$ cat src/rtl/vrme_pkg.sv
`timescale 1ns / 1ps
// ----------------------------------------------------------------------------
// vrme_pkg: shared types and constants for the voxel ray march editor
// Grid geometry, fixed-point widths, item kind codes and the cell address
// helper used by the top level.
// ----------------------------------------------------------------------------
package vrme_pkg;

  // grid geometry
  localparam int GRID_SIZE = 16;
  localparam int DEPTH     = GRID_SIZE * GRID_SIZE * GRID_SIZE;
  localparam int ADDR_W    = $clog2(DEPTH);
  localparam int GB        = $clog2(GRID_SIZE);

  // world cell coordinate while marching, and local coordinate for range check
  localparam int W_W = 10;
  localparam int LW  = W_W + 1;

  // sub-cell position: remainder in units of 1/(20*2^14) of a cell
  localparam int POS_DEN      = 327680;
  localparam int ORIGIN_SCALE = 1280;
  localparam int R_W          = 19;
  localparam int SUM_W        = R_W + 2;

  // stream widths
  localparam int IN_DATA_W  = 128;
  localparam int OUT_DATA_W = 32;

  // item kinds
  localparam logic [1:0] KIND_WRITE = 2'd0;
  localparam logic [1:0] KIND_QUERY = 2'd1;
  localparam logic [1:0] KIND_BREAK = 2'd2;
  localparam logic [1:0] KIND_PLACE = 2'd3;

  // normal axis codes
  localparam logic [1:0] AXIS_X = 2'd0;
  localparam logic [1:0] AXIS_Y = 2'd1;
  localparam logic [1:0] AXIS_Z = 2'd2;

  // configuration register indexes
  localparam logic [1:0] CFG_ORIGIN_X  = 2'd0;
  localparam logic [1:0] CFG_ORIGIN_Y  = 2'd1;
  localparam logic [1:0] CFG_ORIGIN_Z  = 2'd2;
  localparam logic [1:0] CFG_MAX_STEPS = 2'd3;

  localparam logic [7:0] MAX_STEPS_RESET = 8'd120;

  // per-axis stepper control
  typedef struct packed {
    logic adv;
    logic load;
  } step_ctl_t;

  // store address of a world cell and whether it lies inside the grid
  typedef struct packed {
    logic              ok;
    logic [ADDR_W-1:0] addr;
  } cell_ref_t;

  // one result item, hit in the lowest bit
  typedef struct packed {
    logic              solid;
    logic              normal_negative;
    logic [1:0]        normal_axis;
    logic signed [7:0] hit_z;
    logic signed [7:0] hit_y;
    logic signed [7:0] hit_x;
    logic              hit;
  } result_t;

  function automatic cell_ref_t cell_addr(
    input logic signed [W_W-1:0] wx,
    input logic signed [W_W-1:0] wy,
    input logic signed [W_W-1:0] wz,
    input logic signed [7:0]     gx,
    input logic signed [7:0]     gy,
    input logic signed [7:0]     gz
  );
    logic signed [LW-1:0] lx;
    logic signed [LW-1:0] ly;
    logic signed [LW-1:0] lz;
    logic signed [LW-1:0] gs;
    cell_ref_t            c;
    lx = LW'(wx) - LW'(gx);
    ly = LW'(wy) - LW'(gy);
    lz = LW'(wz) - LW'(gz);
    gs = LW'(GRID_SIZE);
    c.ok = !lx[LW-1] && !ly[LW-1] && !lz[LW-1] && (lx < gs) && (ly < gs) && (lz < gs);
    c.addr = (ADDR_W'(lx[GB-1:0]) * ADDR_W'(GRID_SIZE) + ADDR_W'(ly[GB-1:0]))
             * ADDR_W'(GRID_SIZE) + ADDR_W'(lz[GB-1:0]);
    return c;
  endfunction

endpackage

$ cat src/rtl/vrme_axis.sv
`timescale 1ns / 1ps
// ----------------------------------------------------------------------------
// vrme_axis: one axis of the ray stepper
// Keeps the current world cell and the exact sub-cell remainder, and moves
// them by one fixed step of the ray direction per advance.
// ----------------------------------------------------------------------------
module vrme_axis (
  input  logic                          clk,
  input  vrme_pkg::step_ctl_t           ctl,
  input  logic signed [15:0]            origin,
  input  logic signed [15:0]            dir,
  output logic signed [vrme_pkg::W_W-1:0] world_cell
);

  logic signed [vrme_pkg::W_W-1:0]   w_r;
  logic [vrme_pkg::R_W-1:0]          r_r;
  logic signed [vrme_pkg::SUM_W-1:0] sum;
  logic signed [vrme_pkg::SUM_W-1:0] den;

  // remainder plus one step, step is far below one cell
  always_comb begin
    den = vrme_pkg::SUM_W'(vrme_pkg::POS_DEN);
    sum = signed'(vrme_pkg::SUM_W'(r_r)) + vrme_pkg::SUM_W'(dir);
  end

  // load from the Q8.8 origin, then carry or borrow one cell at a time
  always_ff @(posedge clk) begin
    if (ctl.load) begin
      w_r <= vrme_pkg::W_W'(signed'(origin[15:8]));
      r_r <= vrme_pkg::R_W'(origin[7:0]) * vrme_pkg::R_W'(vrme_pkg::ORIGIN_SCALE);
    end else if (ctl.adv) begin
      if (sum >= den) begin
        r_r <= vrme_pkg::R_W'(sum - den);
        w_r <= w_r + vrme_pkg::W_W'(1);
      end else if (sum < 0) begin
        r_r <= vrme_pkg::R_W'(sum + den);
        w_r <= w_r - vrme_pkg::W_W'(1);
      end else begin
        r_r <= vrme_pkg::R_W'(sum);
      end
    end
  end

  assign world_cell = w_r;

endmodule

$ cat config.mk
export PLATFORM = sky130hd
export DESIGN_NAME = vrme_axis
export DESIGN_NICKNAME = d
export VERILOG_FILES = /design/src/rtl/vrme_pkg.sv /design/src/rtl/vrme_axis.sv
export SDC_FILE = /design/constraint.sdc
export NUM_CORES = 1
export LEC_CHECK = 0
export ABC_AREA = 1
export BUFFER_PORTS_ARGS = -buffer_cell sky130_fd_sc_hd__buf_2
export CAP_MARGIN = 25
export CORE_UTILIZATION = 64
export CTS_BUF_LIST = sky130_fd_sc_hd__clkbuf_16
export DETAILED_ROUTE_END_ITERATION = 7
export HOLD_SLACK_MARGIN = 0.06
export PLACE_DENSITY = 0.87
export SLEW_MARGIN = 20
export SYNTH_ARGS = -nofsm -noshare
export SYNTH_HDL_FRONTEND = slang
export SYNTH_SLANG_ARGS = --single-unit
export TNS_END_PERCENT = 1
$ cat constraint.sdc
create_clock -name clk -period 10.2 [get_ports clk]
set_input_delay 2.04 -clock clk [delete_from_list [all_inputs] [get_ports clk]]
set_output_delay 2.04 -clock clk [all_outputs]
set_load 0.02 [all_outputs]
=== After elaboration in Yosys (flattened, before gate mapping) ===
Cells that the tools add are included.

* Bits of input ports: 35
* Memories: 0
* Register bits after elaboration: 29
* Memory bits (writable): 0
* Memory bits (read-only): 0
* Bits in latches: 0

* Bitwise logic cells: 0
* Magnitude comparators: 2
* $mul: 1
* Multiplexer cells: 8
* Divide/modulo/power cells: 0
* Reduce and logical (&&, ||, !) cells: 3
* Equal/unequal tests: 0
* Shift-type cells: 0
* Add/subtract/negate cells: 5

{| class="wikitable"
|+ Operators with widths
! cell !! number
|-
| $mux 19 || 4
|-
| $mux 10 || 4
|-
| $add 20x16->21 || 1
|-
| $ge 21x20->1 const B || 1
|-
| $lt 21x1->1 const B || 1
|-
| $add 19x19->19 const B || 1
|-
| $sub 19x19->19 const B || 1
|-
| $mul 8x3->11 const B || 1
|-
| $add 10x2->10 const B || 1
|-
| $sub 10x2->10 const B || 1
|-
| $reduce_bool 3->1 || 1
|-
| $reduce_and 2->1 || 1
|-
| $reduce_bool 2->1 || 1
|}

=== Logic depth before layout (Yosys ltp) ===
* Word-level depth: 6
* Depth in mapped cells: 36

=== Worst setup path before layout ===
No wires, ideal clock.

* Path type: in2reg
* Start point: input port dir[0]
* End point: register w_r (netlist bit world_cell[8]) (data pin)
* Buffers on the path: 0
* Cell stages on the path: 35
* Slack: 4059 ps
* Data arrival time: 5887 ps
* Path through: ha_1 fa_1 nand2_1 nand2_1 nand3_1 nand2_1 nand2_1 nand2_1 nand2_1 nand2_2 inv_1 ha_1 nand3_1 nor2_1 nand3_1 nor2_1 nand3_1 nor2_1 nand2_1 nor2_1 nand3_2 nand2_4 inv_1 fa_1 nand3_1 nand3_1 nand2_1 nand2_1 a21oi_1 nor2_1 o21ai_0 nand2_1 or2_2 nand3_1 nand2_1

* Word-level cells in the longest chain between the ends: 5

{| class="wikitable"
|+ RTL lines
! what !! RTL line !! text
|-
| from (decl) || vrme_axis.sv:11 || <nowiki>input logic signed [15:0] dir,</nowiki>
|-
| $add 20x16->21 || vrme_axis.sv:23 || <nowiki>sum = signed'(vrme_pkg::SUM_W'(r_r)) + vrme_pkg::SUM_W'(dir);</nowiki>
|-
| $ge 21x20->1 || vrme_axis.sv:32 || <nowiki>if (sum >= den) begin</nowiki>
|-
| $mux 10 || vrme_axis.sv:32 ||
|-
| $mux 10 || vrme_axis.sv:31 || <nowiki>end else if (ctl.adv) begin</nowiki>
|-
| $mux 10 || vrme_axis.sv:28 || <nowiki>if (ctl.load) begin</nowiki>
|-
| to (signal assigned) || vrme_axis.sv:29 || <nowiki>w_r <= vrme_pkg::W_W'(signed'(origin[15:8]));</nowiki>
|-
| to (signal assigned) || vrme_axis.sv:34 || <nowiki>w_r <= w_r + vrme_pkg::W_W'(1);</nowiki>
|-
| to (signal assigned) || vrme_axis.sv:37 || <nowiki>w_r <= w_r - vrme_pkg::W_W'(1);</nowiki>
|-
| to (decl) || vrme_axis.sv:15 || <nowiki>logic signed [vrme_pkg::W_W-1:0] w_r;</nowiki>
|}

No other way between the ends. The select of a mux whose other input is x is not followed.
A chain may end at the register's enable or synchronous reset.

=== Worst setup path in the final report ===
Same ends and word-level chain as after synthesis.

==> summary.md <==
| Metric | Value |
|---|---|
| Final Hold Viols | `0` |
| Largest stage delay on the critical path | `0.46 ns` |
| Via density | `5.63` |
| Achievable clock frequency | `149 MHz` |
| Reg-to-Reg End | `world_cell[8]` |
| CTS tree | `yes` |
| Arr. time, crit path | `6.73 ns` |
| Worst R2R Start | `r_r[0]` |
| Post-synthesis xor/xnor area fraction | `2.09%` |
| WS Path Type | `in2reg` |
| Die Span X | `74.9 um` |
| Compound-gate portion of the synthesized area | `10.9%` |
| CP endpoint | `world_cell[8]` |
| N_diodes | `0` |
| Final worst path period need | `6.71 ns` |
| Pleak | `2.03 nW` |
| Placement Rows | `26` |
| Syn Inst Count | `513` |
| Slew HR | `63.0%` |
| Mux cell area share after synthesis | `0%` |
| Reg2Reg Depth | `35` |
| Max Cap Viol | `0` |
| DR iter-0 viols | `318` |
| Via count | `3544` |
| Syn Area/Cell | `6.64 sq um` |
| Post-DRT Antenna Nets | `0` |
| P_int | `0.000443 W` |
| Initial antenna violation count | `0` |
| Total GRT Usage | `33.5%` |
| Largest net degree at the start of global routing | `25` |
| CTS hold repair buffers | `0` |
| Worst Clk Skew | `0.00510 ns` |
| Unrepaired setup endpoints after global routing | `no` |
| VDD IR-drop max | `187 uV` |
| H-tree depth | `2` |
| Placer Congestion | `0.921` |
| DR pass1 iterations | `5` |
| Main combinational cell family by area after synthesis | `simple AND/OR/NAND/NOR gates` |
| CTS Sinks | `29` |
| Switching power total | `0.000398 W` |
| Fin cells | `630` |
| Hold slack | `0.500 ns` |
| Global-route wire length before repair | `14.0 mm` |
| Root Buffer | `clkbuf_16` |
| Power Density | `219 nW/um^2` |
| Fill cell count | `432` |
| Synth Area in Simple Gates | `38.3%` |
| Clock-pin slew on the worst setup and hold paths | `0.05 ns` |
| Critical path launch point type | `input port` |
| Adder-Cell Fraction of Synth Area | `17.6%` |
| Total gr overflow | `0` |
| Post-CTS setup buffers | `0` |
| Critical path endpoint category | `register` |
| DRC | `0` |
| Clk buf depth | `2` |
| Final WS setup | `3.49 ns` |
| Most used cell, CP | `nand2_1` |
| Num CTS Buffers | `5` |
| Crit share post-route | `65.8%` |
| Per-cell routed wire length | `14.2 um` |
| IO Port Bufs | `44` |
| Post-Route WL | `8.94 mm` |
| Register share of total power | `22.7%` |
| Slowest-stage cell, CP | `fa_1` |
| Setup_tns | `0 ns` |
| Synth Register Bits | `29` |
| Share of layout cells above drive strength 1 | `15.2%` |
| Syn. warnings | `0` |
| Synth Net Count | `594` |
| Seq/Total Area, Yosys | `23.2%` |
| Worst-Margin Slew | `0.552 ns` |
| Post-CTS resize count | `0` |
| Clock power frac | `16.4%` |
| CP startpoint | `dir[0]` |
| Post-synth cell types | `36` |
| Switching share of power | `47.3%` |
| Placed insts | `622` |
| Hold Crit Class | `reg2reg` |
| Logic gate share of total power | `60.9%` |
| Core ar. | `5110 sq um` |
| Number of setup violations in the final report | `0` |
| Number of global-route vias before repair | `3284` |
| Status | `finished, final reports clean` |
| Crit Path Max Fanout | `9` |
| Post-DP HPWL | `7.22 mm` |
| Worst Path Required | `10.22 ns` |
| Die ar. | `5620 sq um` |
| Cell Area, Synth | `3400 sq um` |
| Nets@finish | `640` |
| Synthesis-to-finish area growth | `12.5%` |
| I/O Pins | `45` |
| Pins Over Slew Limit | `0` |
| Clock Latency Late Sink | `0.27 ns` |
| Initial Util | `66.7%` |
| R2R setup slack | `5.06 ns` |
| Die height | `74.9 um` |
| Place WS | `3.39 ns` |
-- synthesized netlist by cell type --
cell type / instances / share of area, %
nor2_1: 36 / 4.0
a22o_1: 3 / 0.77
nor2_4: 1 / 0.33
edfxtp_1: 21 / 19
dfxtp_1: 8 / 4.7
and2_1: 3 / 0.55
o21ai_0: 22 / 3.2
nand3b_1: 7 / 1.5
nand4_1: 3 / 0.55
nor3_1: 2 / 0.29
a32o_1: 1 / 0.29
o2111ai_1: 1 / 0.26
nand3_1: 50 / 7.4
o21ai_1: 1 / 0.15
a21oi_1: 28 / 4.1
clkinv_1: 2 / 0.22
a31o_2: 1 / 0.26
o2bb2ai_1: 1 / 0.26
nand3_2: 5 / 1.5
o22ai_1: 1 / 0.18
nor2_2: 4 / 0.73
fa_1: 3 / 1.8
xor2_4: 1 / 0.81
ha_1: 43 / 16
clkbuf_1: 5 / 0.55
a21oi_2: 2 / 0.51
xnor2_1: 5 / 1.3
nand2_2: 6 / 1.1
nand2_1: 172 / 19
inv_1: 55 / 6.1
nand2_4: 2 / 0.66
or2_2: 3 / 0.55
inv_2: 10 / 1.1
o21bai_1: 3 / 0.66
o211ai_1: 1 / 0.22
nor4_1: 1 / 0.18
-- metal layers --
metal | global-route usage (%) | wire length (um) | up-vias
li1 | - | - | 1786
met4 | 14.5 | 248 | 0
met5 | 0 | 0 | -
met3 | 4.95 | 481 | 30
met2 | 60.6 | 4390 | 131
met1 | 39.3 | 3820 | 1597
-- metrics by stage --
stage	power, W	util [%]	instance area, sq um
after floorplan	0.000571	-	3400
after global placement	0.000677	72.3	3690
after detailed placement	0.000687	72.3	3690
after CTS	0.000832	75.0	3830
after global routing	0.000912	75.0	3830
final	0.000840	75.0	3830
-- critical path: cells and delay by family --
family / cells / cell delay [ns]
simple gates: 27 / 2.74
fa+ha+maj: 4 / 1.32
buf+inv: 3 / 0.38
compound gates: 2 / 0.30
-- power by group through the flow --
stage	clock network (W)	logic [W]	registers, W
final	0.000138	0.000512	0.000190
after global routing	0.000146	0.000573	0.000193
after CTS	0.000139	0.000503	0.000190
after detailed placement	0	0.000495	0.000191
after global placement	0	0.000485	0.000192
after floorplan	0	0.000363	0.000208
-- cell usage in the layout (no fill, tap or decap), types with 2 or more instances in the layout --
cell       netlist  final
a21oi_1         28     28
a21oi_2          2      2
a22o_1           3      3
and2_1           3      3
buf_2            0     44
clkbuf_16        0      5
clkinv_1         2      4
dfxtp_1          8      8
edfxtp_1        21     21
fa_1             3      3
ha_1            43     43
inv_1           55     55
inv_2           10     10
nand2_1        172    172
nand2_2          6      6
nand2_4          2      2
nand3_1         50     50
nand3_2          5      5
nand3b_1         7      7
nand4_1          3      3
nor2_1          36     36
nor2_2           4      4
nor3_1           2      2
o21ai_0         22     22
o21bai_1         3      3
or2_2            3      3
xnor2_1          5      5
-- area by class of cell --
| type | count | area (sq um) | share of cell area (%) |
|---|---|---|---|
| Multi-Input combinational cell | 412 | 2340 | 61.2 |
| Sequential cell | 29 | 791 | 20.6 |
| Inverter | 67 | 251 | 6.56 |
| Timing Repair Buffer | 44 | 220 | 5.75 |
| Clock buffer | 5 | 125 | 3.27 |
| Tap cell | 70 | 87.6 | 2.29 |
| Clock inverter | 3 | 12.5 | 0.327 |
-- cell families (layout without fill, tap and decap cells) --
| kind of cell | Yosys count | count (layout) |
|---|---|---|
| and+or+nand+nor | 295 | 295 |
| buffers and inverters | 72 | 119 |
| AOI/OAI and AO/OA | 65 | 65 |
| adders and majority gates | 46 | 46 |
| DFF | 29 | 29 |
| xor gates and xnor gates | 6 | 6 |
-- state kept, by name, summed over array words and instances (netlist names) --
name,flops
world_cell,10
r_r,19
-- how the worst min path moves through the flow --
stage,start,to,slack (ns),cells after the start
after floorplan,r_r[2],r_r[2],0.45,2
after global placement,r_r[0],r_r[0],0.47,2
after detailed placement,r_r[5],r_r[5],0.49,2
after CTS,r_r[5],r_r[5],0.50,2
after global routing,r_r[5],r_r[5],0.52,2
final,r_r[3],r_r[3],0.50,1
(Power assumes the default switching activity.)
